### config.mk
export PLATFORM = sky130hd
export DESIGN_NAME = low_pulse_occupancy_meter
export DESIGN_NICKNAME = d
export VERILOG_FILES = /design/src/design/lpom_pkg.sv /design/src/design/low_pulse_occupancy_meter.sv /design/src/design/lpom_cfg.sv /design/src/design/lpom_in_reg.sv /design/src/design/lpom_core.sv /design/src/design/lpom_out_reg.sv
export SDC_FILE = /design/constraint.sdc
export NUM_CORES = 1
export LEC_CHECK = 0
export BUFFER_PORTS_ARGS = -buffer_cell sky130_fd_sc_hd__buf_2
export CORE_MARGIN = 4
export CORE_UTILIZATION = 35
export CTS_CLUSTER_DIAMETER = 50
export CTS_CLUSTER_SIZE = 14
export DETAILED_ROUTE_END_ITERATION = 8
export GPL_ROUTABILITY_DRIVEN = 0
export SLEW_MARGIN = 20
export SYNTH_ARGS = -nofsm -noshare
export SYNTH_HDL_FRONTEND = slang
export SYNTH_SLANG_ARGS = --single-unit
### constraint.sdc
create_clock -name aclk -period 17.91 [get_ports aclk]
set_input_delay 0 -clock aclk [delete_from_list [all_inputs] [get_ports aclk]]
set_output_delay 0 -clock aclk [all_outputs]
set_load 0.005 [all_outputs]
### src/design/lpom_pkg.sv
// lpom_pkg: shared types, register map and reset constants for the low pulse occupancy meter
// no dependencies
package lpom_pkg;

    // default width of the microsecond time base
    localparam int TIME_WIDTH_DEF = 32;

    // apb register map, index = paddr[3:2]
    localparam int          ADDR_WIDTH = 4;
    localparam logic [1:0]  REG_WARMUP_ENABLE  = 2'd0;
    localparam logic [1:0]  REG_WARMUP_SECONDS = 2'd1;
    localparam logic [1:0]  REG_WINDOW_SECONDS = 2'd2;

    // register reset values
    localparam logic        RST_WARMUP_ENABLE  = 1'b1;
    localparam logic [15:0] RST_WARMUP_SECONDS = 16'd60;
    localparam logic [15:0] RST_WINDOW_SECONDS = 16'd15;

    typedef struct packed {
        logic        warmup_enable;
        logic [15:0] warmup_seconds;
        logic [15:0] window_seconds;
    } cfg_t;

    typedef struct packed {
        logic pin_active;
        logic second_strobe;
    } item_t;

endpackage

### src/design/low_pulse_occupancy_meter.sv
// low pulse occupancy meter: one microsecond sample per request in, one window report out
// low time accumulated over a window of second strobes, with optional sensor warm-up
// depends on lpom_pkg, lpom_cfg, lpom_in_reg, lpom_core, lpom_out_reg
//
// usage: feed one request per microsecond carrying the sensor level (1 while its low
// pulse is active) and a flag for the microsecond that ends a second. the block
// sustains one request per clock while the report register has room: a request sits
// in the input register, the state update (one time-base increment, the pulse-length
// add and the window compare) is combinational, and a window report lands in the
// output register. after reset the block waits warmup_seconds strobes (if the package
// constant RST_WARMUP_ENABLE is set; the warmup_enable register is not used) before
// the first window; rising edges then mark pulse starts, falling edges add the pulse
// length, and each window of window_seconds strobes emits low time, window length, an
// overrun flag and a count. apb configuration is 0x0 warmup_enable, 0x4 warmup_seconds,
// 0x8 window_seconds, written by the user only while the block is idle (not enforced).
module low_pulse_occupancy_meter #(
    parameter int TIME_WIDTH = lpom_pkg::TIME_WIDTH_DEF
) (
    input  logic                             aclk,
    input  logic                             aresetn,
    // apb configuration port
    input  logic                             psel,
    input  logic                             penable,
    input  logic                             pwrite,
    input  logic [lpom_pkg::ADDR_WIDTH-1:0]  paddr,
    input  logic [31:0]                      pwdata,
    output logic [31:0]                      prdata,
    output logic                             pready,
    // sample requests
    input  logic                             s_valid,
    output logic                             s_ready,
    input  logic                             s_pin_active,
    input  logic                             s_second_strobe,
    // window reports
    output logic                             m_valid,
    input  logic                             m_ready,
    output logic [31:0]                      m_low_time_us,
    output logic [31:0]                      m_window_time_us,
    output logic                             m_low_exceeds_window,
    output logic [31:0]                      m_window_number
);

    lpom_pkg::cfg_t        cfg;
    lpom_pkg::item_t       s_item;
    lpom_pkg::item_t       item;
    logic                  item_valid;
    logic                  take;
    logic                  slot_free;
    logic                  res_load;
    logic [TIME_WIDTH-1:0] res_low;
    logic [TIME_WIDTH-1:0] res_end;
    logic [31:0]           res_number;

    assign s_item.pin_active    = s_pin_active;
    assign s_item.second_strobe = s_second_strobe;

    // configuration registers
    lpom_cfg u_cfg (
        .aclk    (aclk),
        .aresetn (aresetn),
        .psel    (psel),
        .penable (penable),
        .pwrite  (pwrite),
        .paddr   (paddr),
        .pwdata  (pwdata),
        .prdata  (prdata),
        .pready  (pready),
        .cfg     (cfg)
    );

    // input register, refills in the same cycle it drains
    lpom_in_reg u_in_reg (
        .aclk       (aclk),
        .aresetn    (aresetn),
        .s_valid    (s_valid),
        .s_ready    (s_ready),
        .s_item     (s_item),
        .take       (take),
        .item_valid (item_valid),
        .item       (item)
    );

    // counters, edge handling and window close, one sample per cycle while the report register has room
    lpom_core #(
        .TIME_WIDTH (TIME_WIDTH)
    ) u_core (
        .aclk       (aclk),
        .aresetn    (aresetn),
        .cfg        (cfg),
        .item_valid (item_valid),
        .item       (item),
        .slot_free  (slot_free),
        .take       (take),
        .res_load   (res_load),
        .res_low    (res_low),
        .res_end    (res_end),
        .res_number (res_number)
    );

    // report register, a sample advances only when a report could be stored
    lpom_out_reg #(
        .TIME_WIDTH (TIME_WIDTH)
    ) u_out_reg (
        .aclk                 (aclk),
        .aresetn              (aresetn),
        .res_load             (res_load),
        .res_low              (res_low),
        .res_end              (res_end),
        .res_number           (res_number),
        .slot_free            (slot_free),
        .m_valid              (m_valid),
        .m_ready              (m_ready),
        .m_low_time_us        (m_low_time_us),
        .m_window_time_us     (m_window_time_us),
        .m_low_exceeds_window (m_low_exceeds_window),
        .m_window_number      (m_window_number)
    );

endmodule

### src/design/lpom_cfg.sv
// lpom_cfg: apb-style configuration registers of the low pulse occupancy meter
// depends on lpom_pkg
module lpom_cfg (
    input  logic                             aclk,
    input  logic                             aresetn,
    input  logic                             psel,
    input  logic                             penable,
    input  logic                             pwrite,
    input  logic [lpom_pkg::ADDR_WIDTH-1:0]  paddr,
    input  logic [31:0]                      pwdata,
    output logic [31:0]                      prdata,
    output logic                             pready,
    output lpom_pkg::cfg_t                   cfg
);

    lpom_pkg::cfg_t cfg_reg;
    logic           wr_en;
    logic [1:0]     reg_idx;

    assign pready  = 1'b1;
    assign wr_en   = psel && penable && pwrite;
    assign reg_idx = paddr[3:2];
    assign cfg     = cfg_reg;

    always_ff @(posedge aclk) begin
        if (!aresetn) begin
            cfg_reg.warmup_enable  <= lpom_pkg::RST_WARMUP_ENABLE;
            cfg_reg.warmup_seconds <= lpom_pkg::RST_WARMUP_SECONDS;
            cfg_reg.window_seconds <= lpom_pkg::RST_WINDOW_SECONDS;
        end else if (wr_en) begin
            unique case (reg_idx)
                lpom_pkg::REG_WARMUP_ENABLE:  cfg_reg.warmup_enable  <= pwdata[0];
                lpom_pkg::REG_WARMUP_SECONDS: cfg_reg.warmup_seconds <= pwdata[15:0];
                lpom_pkg::REG_WINDOW_SECONDS: cfg_reg.window_seconds <= pwdata[15:0];
                default: ;
            endcase
        end
    end

    always_comb begin
        unique case (reg_idx)
            lpom_pkg::REG_WARMUP_ENABLE:  prdata = {31'd0, cfg_reg.warmup_enable};
            lpom_pkg::REG_WARMUP_SECONDS: prdata = {16'd0, cfg_reg.warmup_seconds};
            lpom_pkg::REG_WINDOW_SECONDS: prdata = {16'd0, cfg_reg.window_seconds};
            default:                      prdata = '0;
        endcase
    end

endmodule

### src/design/lpom_in_reg.sv
// lpom_in_reg: input register that holds one accepted sample request
// depends on lpom_pkg
module lpom_in_reg (
    input  logic            aclk,
    input  logic            aresetn,
    input  logic            s_valid,
    output logic            s_ready,
    input  lpom_pkg::item_t s_item,
    input  logic            take,
    output logic            item_valid,
    output lpom_pkg::item_t item
);

    logic            valid_reg;
    logic            valid_next;
    lpom_pkg::item_t item_reg;

    // free when empty or when the held request moves on this cycle
    assign s_ready    = !valid_reg || take;
    assign item_valid = valid_reg;
    assign item       = item_reg;

    always_comb begin
        valid_next = valid_reg;
        if (s_valid && s_ready) begin
            valid_next = 1'b1;
        end else if (take) begin
            valid_next = 1'b0;
        end
    end

    always_ff @(posedge aclk) begin
        if (!aresetn) begin
            valid_reg <= 1'b0;
        end else begin
            valid_reg <= valid_next;
        end
    end

    always_ff @(posedge aclk) begin
        if (s_valid && s_ready) begin
            item_reg <= s_item;
        end
    end

endmodule

### src/design/lpom_core.sv
// lpom_core: measurement state and per-sample update (edges, accumulator, window close)
// depends on lpom_pkg
module lpom_core #(
    parameter int TIME_WIDTH = lpom_pkg::TIME_WIDTH_DEF
) (
    input  logic                  aclk,
    input  logic                  aresetn,
    input  lpom_pkg::cfg_t        cfg,
    input  logic                  item_valid,
    input  lpom_pkg::item_t       item,
    input  logic                  slot_free,
    output logic                  take,
    output logic                  res_load,
    output logic [TIME_WIDTH-1:0] res_low,
    output logic [TIME_WIDTH-1:0] res_end,
    output logic [31:0]           res_number
);

    logic [TIME_WIDTH-1:0] micro_count_reg, micro_count_next;
    logic [TIME_WIDTH-1:0] pulse_start_reg, pulse_start_next;
    logic [TIME_WIDTH-1:0] low_accum_reg, low_accum_next;
    logic [31:0]           second_count_reg, second_count_next;
    logic [31:0]           window_start_reg, window_start_next;
    logic [31:0]           windows_done_reg, windows_done_next;
    logic                  warmed_up_reg, warmed_up_next;
    logic                  last_level_reg;

    logic [TIME_WIDTH-1:0] now;
    logic [TIME_WIDTH-1:0] accum_edge;
    logic [31:0]           sec_inc;
    logic                  edge_seen;
    logic                  close_ok;
    logic                  restart;

    assign take = item_valid && slot_free;

    always_comb begin
        now        = micro_count_reg + 1'b1;
        sec_inc    = second_count_reg + 32'd1;
        edge_seen  = warmed_up_reg && (item.pin_active != last_level_reg);

        // pulse start on rise, accumulate on a release that comes after the start
        pulse_start_next = pulse_start_reg;
        accum_edge       = low_accum_reg;
        if (edge_seen && item.pin_active) begin
            pulse_start_next = now;
        end else if (edge_seen && (now > pulse_start_reg)) begin
            accum_edge = low_accum_reg + (now - pulse_start_reg);
        end

        close_ok = (now != '0) && (sec_inc > window_start_reg)
                   && ((sec_inc - window_start_reg) >= 32'(cfg.window_seconds));

        res_load          = 1'b0;
        restart           = 1'b0;
        warmed_up_next    = warmed_up_reg;
        windows_done_next = windows_done_reg;
        second_count_next = second_count_reg;
        if (item.second_strobe) begin
            second_count_next = sec_inc;
            if (!warmed_up_reg) begin
                if (sec_inc >= 32'(cfg.warmup_seconds)) begin
                    restart        = 1'b1;
                    warmed_up_next = 1'b1;
                end
            end else if (close_ok) begin
                windows_done_next = windows_done_reg + 32'd1;
                res_load          = take;
                restart           = 1'b1;
            end
        end

        micro_count_next  = restart ? '0 : now;
        low_accum_next    = restart ? '0 : accum_edge;
        window_start_next = restart ? sec_inc : window_start_reg;

        res_low    = accum_edge;
        res_end    = now;
        res_number = windows_done_next;
    end

    always_ff @(posedge aclk) begin
        if (!aresetn) begin
            micro_count_reg  <= '0;
            pulse_start_reg  <= '0;
            low_accum_reg    <= '0;
            second_count_reg <= '0;
            window_start_reg <= '0;
            windows_done_reg <= '0;
            warmed_up_reg    <= !lpom_pkg::RST_WARMUP_ENABLE;
            last_level_reg   <= 1'b0;
        end else if (take) begin
            micro_count_reg  <= micro_count_next;
            pulse_start_reg  <= pulse_start_next;
            low_accum_reg    <= low_accum_next;
            second_count_reg <= second_count_next;
            window_start_reg <= window_start_next;
            windows_done_reg <= windows_done_next;
            warmed_up_reg    <= warmed_up_next;
            last_level_reg   <= item.pin_active;
        end
    end

    // a result only comes from a strobe sample after warm-up
    assert property (@(posedge aclk) disable iff (!aresetn)
        res_load |-> (item.second_strobe && warmed_up_reg && take))
        else $error("result without strobe after warm-up");

    // a closed window restarts the time base
    assert property (@(posedge aclk) disable iff (!aresetn)
        res_load |=> (micro_count_reg == '0 && low_accum_reg == '0))
        else $error("window not restarted after result");

    // warm-up, once over, never comes back
    assert property (@(posedge aclk) disable iff (!aresetn)
        warmed_up_reg |=> warmed_up_reg)
        else $error("warm-up flag dropped");

    // the window counter moves exactly when a result is produced
    assert property (@(posedge aclk) disable iff (!aresetn)
        !res_load |=> $stable(windows_done_reg))
        else $error("window count moved without result");

endmodule

### src/design/lpom_out_reg.sv
// lpom_out_reg: result register of the low pulse occupancy meter, with the error flag compare
// no package dependencies
module lpom_out_reg #(
    parameter int TIME_WIDTH = 32
) (
    input  logic                  aclk,
    input  logic                  aresetn,
    input  logic                  res_load,
    input  logic [TIME_WIDTH-1:0] res_low,
    input  logic [TIME_WIDTH-1:0] res_end,
    input  logic [31:0]           res_number,
    output logic                  slot_free,
    output logic                  m_valid,
    input  logic                  m_ready,
    output logic [31:0]           m_low_time_us,
    output logic [31:0]           m_window_time_us,
    output logic                  m_low_exceeds_window,
    output logic [31:0]           m_window_number
);

    logic                  valid_reg, valid_next;
    logic [TIME_WIDTH-1:0] low_reg;
    logic [TIME_WIDTH-1:0] end_reg;
    logic [31:0]           number_reg;

    assign slot_free = !valid_reg || m_ready;

    always_comb begin
        valid_next = valid_reg;
        if (res_load) begin
            valid_next = 1'b1;
        end else if (m_ready) begin
            valid_next = 1'b0;
        end
    end

    always_ff @(posedge aclk) begin
        if (!aresetn) begin
            valid_reg <= 1'b0;
        end else begin
            valid_reg <= valid_next;
        end
    end

    always_ff @(posedge aclk) begin
        if (res_load) begin
            low_reg    <= res_low;
            end_reg    <= res_end;
            number_reg <= res_number;
        end
    end

    // compare at full time width, report low 32 bits
    assign m_valid              = valid_reg;
    assign m_low_time_us        = 32'(low_reg);
    assign m_window_time_us     = 32'(end_reg);
    assign m_low_exceeds_window = low_reg > end_reg;
    assign m_window_number      = number_reg;

endmodule
==> run summary <==
The worst-case clock buffer depth was 3; the count of endpoints failing hold in the final timing report was 0. Data arrives at the worst endpoint at 8.48 ns. Effective utilization at floorplan: 0.355. The combinational family with the most area after synthesis was simple AND/OR/NAND/NOR gates. The worst reg-to-reg path cell count was 25. The dominant register cell in the synthesized netlist is sky130_fd_sc_hd__dfxtp_1. The start point of the worst hold path is pwrite. Path type of the worst setup path: reg2reg. The floorplan has 89 rows. Once detailed placement completed, the half-perimeter wirelength came to 39.3 mm. CTS placed an instance of sky130_fd_sc_hd__clkbuf_16 at the clock tree root. The power density of the placed cells is 71.0 mW/mm², and the quantity of I/O buffers inserted on ports is 141.

The number of flip-flops in the largest register was 33. The mapped netlist covers 0.0211 mm². The multiplexer fraction of the synthesized cell area was 0.0237.

Hold-critical path endpoint: u_cfg.cfg[32]$_SDFFE_PN1P_. Clock-pin slew was measured on the worst setup and hold paths at 0.06 ns. The number of fill cells is 5888. The die is 253 µm wide.

In the routed design, unresolved DRC markers number 0. The min-delay analysis places its worst path in the category in2reg. The clock period could shrink to 8.28 ns. The height of the die is 253 µm.

The critical path starts at u_core.second_count_reg[0]$_SDFFE_PN0P_. Hold timing on the final database bottoms out at a slack of 0.0737 ns. Setup violations remaining at the end of the flow were counted as 0. The count of nets left with antenna violations once routing finished came out at 0. The maximum vdd drop came out at 0.0000599 V.

The first global-routing pass estimated 87.2 mm of wire. The xor/xnor share of the synthesized area was 0.0652; the core box area was 0.0594 mm². The tool flagged a number of max-cap violations equal to 0. The overflow left after global routing is 0. For this run, the slowest stage of the critical path takes 0.62 ns.

In this run the critical register-to-register path is captured at u_out_reg.m_window_time_us[27]$_DFFE_PP_. Using the TritonRoute via totals, the vias-per-cell ratio works out to 5.30. For this run, the post-layout net count is 2782.

Dividing the detail-routed wire length by the instance count gives 15.9 µm. The slew of the pin with the lowest slew margin is 0.915 ns. The distinct cell type count of the synthesized netlist is 84, and the biggest fanout along the worst timing path is 73.

Fraction of synthesis flops using an asynchronous set or reset pin: 0. The sum of buffers and inverters on the critical path is 2, and the register-to-register setup slack is 9.63 ns. Share of cells above drive strength 1: 0.109. Counting flops with a built-in enable in the synthesized netlist gives 98.

The post-synthesis adder-cell area fraction was 0.127; the synthesized area divided by synthesized cell count was 8.71 µm². The leakage power is 10.1 nW, and the number of slew-limit violations in the final report is 0. The worst clock skew on the final layout was 0.0313 ns; the headroom to the max-slew limit was 0.390.

Compared with the post-synthesis result, the final layout area differs by 14.4%. For the number of antenna violations at the first check in global routing, the log shows 0. 177 I/O pins were placed.

The number of violations reported at the end of detailed-routing iteration 0 came out at 944. The flow ran to the end, and the final reports show no timing, DRC or antenna violations. The number of buffers inserted to repair setup after CTS came out at 0. The clock net in this run drives a total of 327 sinks.

The first TritonRoute pass finished after 6 iterations. The run gives 17424 as the number of global-route vias before repair. Counting the buffers created by CTS gives 44. The nature of the critical path startpoint is a flip-flop. The total number of vias was 17762.

The startpoint of the worst-slack reg-to-reg timing path is u_core.second_count_reg[0]$_SDFFE_PN0P_. Aggregate routed wire length: 53.2 mm. After routing, the total negative slack on setup checks comes to 0 ns. Setup repair after global routing left no endpoint under its margin.

The area fraction in compound gates after synthesis came out at 0.177. The repair_antennas step left the layout with diodes totalling 0. In this design, the largest share of critical-path delay is due to compound AO/OA/AOI/OAI gates. The share of the clock period used by the worst path is 0.462, and the global-route total usage across every layer is 0.163. In this run, synthesis produced a sequential element count of 327. Data on the critical path is required at its endpoint by 18.11 ns. The clock network latency to the later pin of the worst-skew pair is 0.58 ns, and the post-synthesis simple-gate area fraction is 0.188. The run gives 0.0643 mm² as the area enclosed by the die boundary. Counting instances, the worst hold path has a depth of 5. The worst setup path is captured at a flip-flop. The slowest stage of the critical path belongs to the cell sky130_fd_sc_hd__buf_4. TritonCTS built the clock tree.

The logs give 2421 for the synthesized instance count and 0 for the number of warning messages in the yosys log. The pin count of the biggest net entering global routing is 89. Based on the critical path, the design can be clocked at up to 0.121 GHz. The logs give 0.357 for the sequential-to-total area share from yosys stat and 2 for the number of levels in the clock H-tree.
[cells by family after synthesis]
group	after synthesis
compound gates	556
xor+xnor	157
fa+ha+maj	195
buf+inv	312
flops	327
mux	49
other cells	2
simple gates	823
[routing by layer]
metal,share of wire,track usage,vias to the layer above
met3,0.050,0.0280,109
met2,0.48,0.285,448
met1,0.44,0.203,8372
li1,-,-,8833
met4,0.035,0.0572,0
met5,0,0,-
[worst max path at each step]
stage                                               end  slack [ns]  cells past startpoint
6_report       u_out_reg.m_window_time_us[27]$_DFFE_PP_        9.63                     25
5_1_grt        u_out_reg.m_window_time_us[27]$_DFFE_PP_        9.09                     25
3_3_place_gp      u_out_reg.m_low_time_us[31]$_DFFE_PP_        9.88                     25
2_1_floorplan      u_out_reg.m_low_time_us[0]$_DFFE_PP_        9.00                     25
3_5_place_dp      u_out_reg.m_low_time_us[30]$_DFFE_PP_        9.71                     25
4_1_cts        u_out_reg.m_window_time_us[27]$_DFFE_PP_        9.68                     25
[what timing repair did]
action | CTS | global route
hold endpoints to repair | 69 | 0
resized for setup | 0 | 0
hold buffers | 35 | 0
[through the flow]
stage,area [µm²],power [mW],cells,setup WS [ns],utilization
after floorplan,21100,0.852,2436,9.00,-
after global placement,22300,0.876,3234,9.88,0.376
after detailed placement,22300,0.877,3234,9.71,0.376
after CTS,24100,1.74,3350,9.68,0.406
after global routing,24100,1.78,3350,9.09,0.406
final,24100,1.71,3350,9.63,0.406
[cell type report]
class                   instances  area [µm²]  share of cell area
multi-input cells            1797       12400               0.512
flip-flops and latches        327        7530               0.312
repair buffers                191        1170              0.0484
clock buffers                  49        1140              0.0472
well taps                     773         967              0.0401
inverters                     181         682              0.0283
clock inverters                32         282              0.0117
[where the power goes]
part           switching, mW  internal [mW]
Sequential           0.00312          0.760
Combinational         0.0624         0.0406
Clock                  0.371          0.475
Total                  0.437           1.28
[cells in the final DEF (no fill, tap or decap), types with 26 or more instances in the layout]
cell	synthesis	layout
sky130_fd_sc_hd__fa_1	32	32
sky130_fd_sc_hd__and3_1	30	30
sky130_fd_sc_hd__a21o_1	44	43
sky130_fd_sc_hd__dfxtp_1	229	229
sky130_fd_sc_hd__ha_1	163	163
sky130_fd_sc_hd__edfxtp_1	98	98
sky130_fd_sc_hd__xor2_1	86	86
sky130_fd_sc_hd__a22o_1	51	51
sky130_fd_sc_hd__nand3_1	65	65
sky130_fd_sc_hd__xnor2_1	71	71
sky130_fd_sc_hd__nand2b_1	26	26
sky130_fd_sc_hd__mux2i_1	41	41
sky130_fd_sc_hd__a211oi_1	42	42
sky130_fd_sc_hd__o31ai_1	33	33
sky130_fd_sc_hd__nand2_1	323	322
sky130_fd_sc_hd__nor3_1	46	45
sky130_fd_sc_hd__nor2_1	159	157
sky130_fd_sc_hd__clkbuf_16	0	44
sky130_fd_sc_hd__o21ai_0	97	97
sky130_fd_sc_hd__dlygate4sd3_1	0	35
sky130_fd_sc_hd__nand4_1	48	48
sky130_fd_sc_hd__a21oi_1	156	156
sky130_fd_sc_hd__inv_1	180	180
sky130_fd_sc_hd__buf_2	20	141
[Yosys cell counts (22+ instances only)]
master                       n  area share
sky130_fd_sc_hd__a211oi_1   42       0.015
sky130_fd_sc_hd__a21o_1     44       0.016
sky130_fd_sc_hd__a21oi_1   156       0.037
sky130_fd_sc_hd__a22o_1     51       0.021
sky130_fd_sc_hd__and3_1     30      0.0089
sky130_fd_sc_hd__buf_4      22      0.0078
sky130_fd_sc_hd__clkbuf_1   81       0.014
sky130_fd_sc_hd__dfxtp_1   229        0.22
sky130_fd_sc_hd__edfxtp_1   98        0.14
sky130_fd_sc_hd__fa_1       32       0.030
sky130_fd_sc_hd__ha_1      163       0.097
sky130_fd_sc_hd__inv_1     180       0.032
sky130_fd_sc_hd__mux2i_1    41       0.019
sky130_fd_sc_hd__nand2_1   323       0.057
sky130_fd_sc_hd__nand2b_1   26      0.0077
sky130_fd_sc_hd__nand3_1    65       0.015
sky130_fd_sc_hd__nand4_1    48       0.014
sky130_fd_sc_hd__nor2_1    159       0.028
sky130_fd_sc_hd__nor3_1     46       0.011
sky130_fd_sc_hd__o21a_1     23      0.0082
sky130_fd_sc_hd__o21ai_0    97       0.023
sky130_fd_sc_hd__o31ai_1    33       0.012
sky130_fd_sc_hd__or3_1      24      0.0071
sky130_fd_sc_hd__xnor2_1    71       0.029
sky130_fd_sc_hd__xor2_1     86       0.036
[tightest hold or removal path: stages]
cell	delay [ns]
sky130_fd_sc_hd__buf_2	0.11
sky130_fd_sc_hd__nand3_1	0.22
sky130_fd_sc_hd__nor3_1	0.10
sky130_fd_sc_hd__mux2i_1	0.11
sky130_fd_sc_hd__nand2_1	0.05
Power figures use the tool's default switching activity.
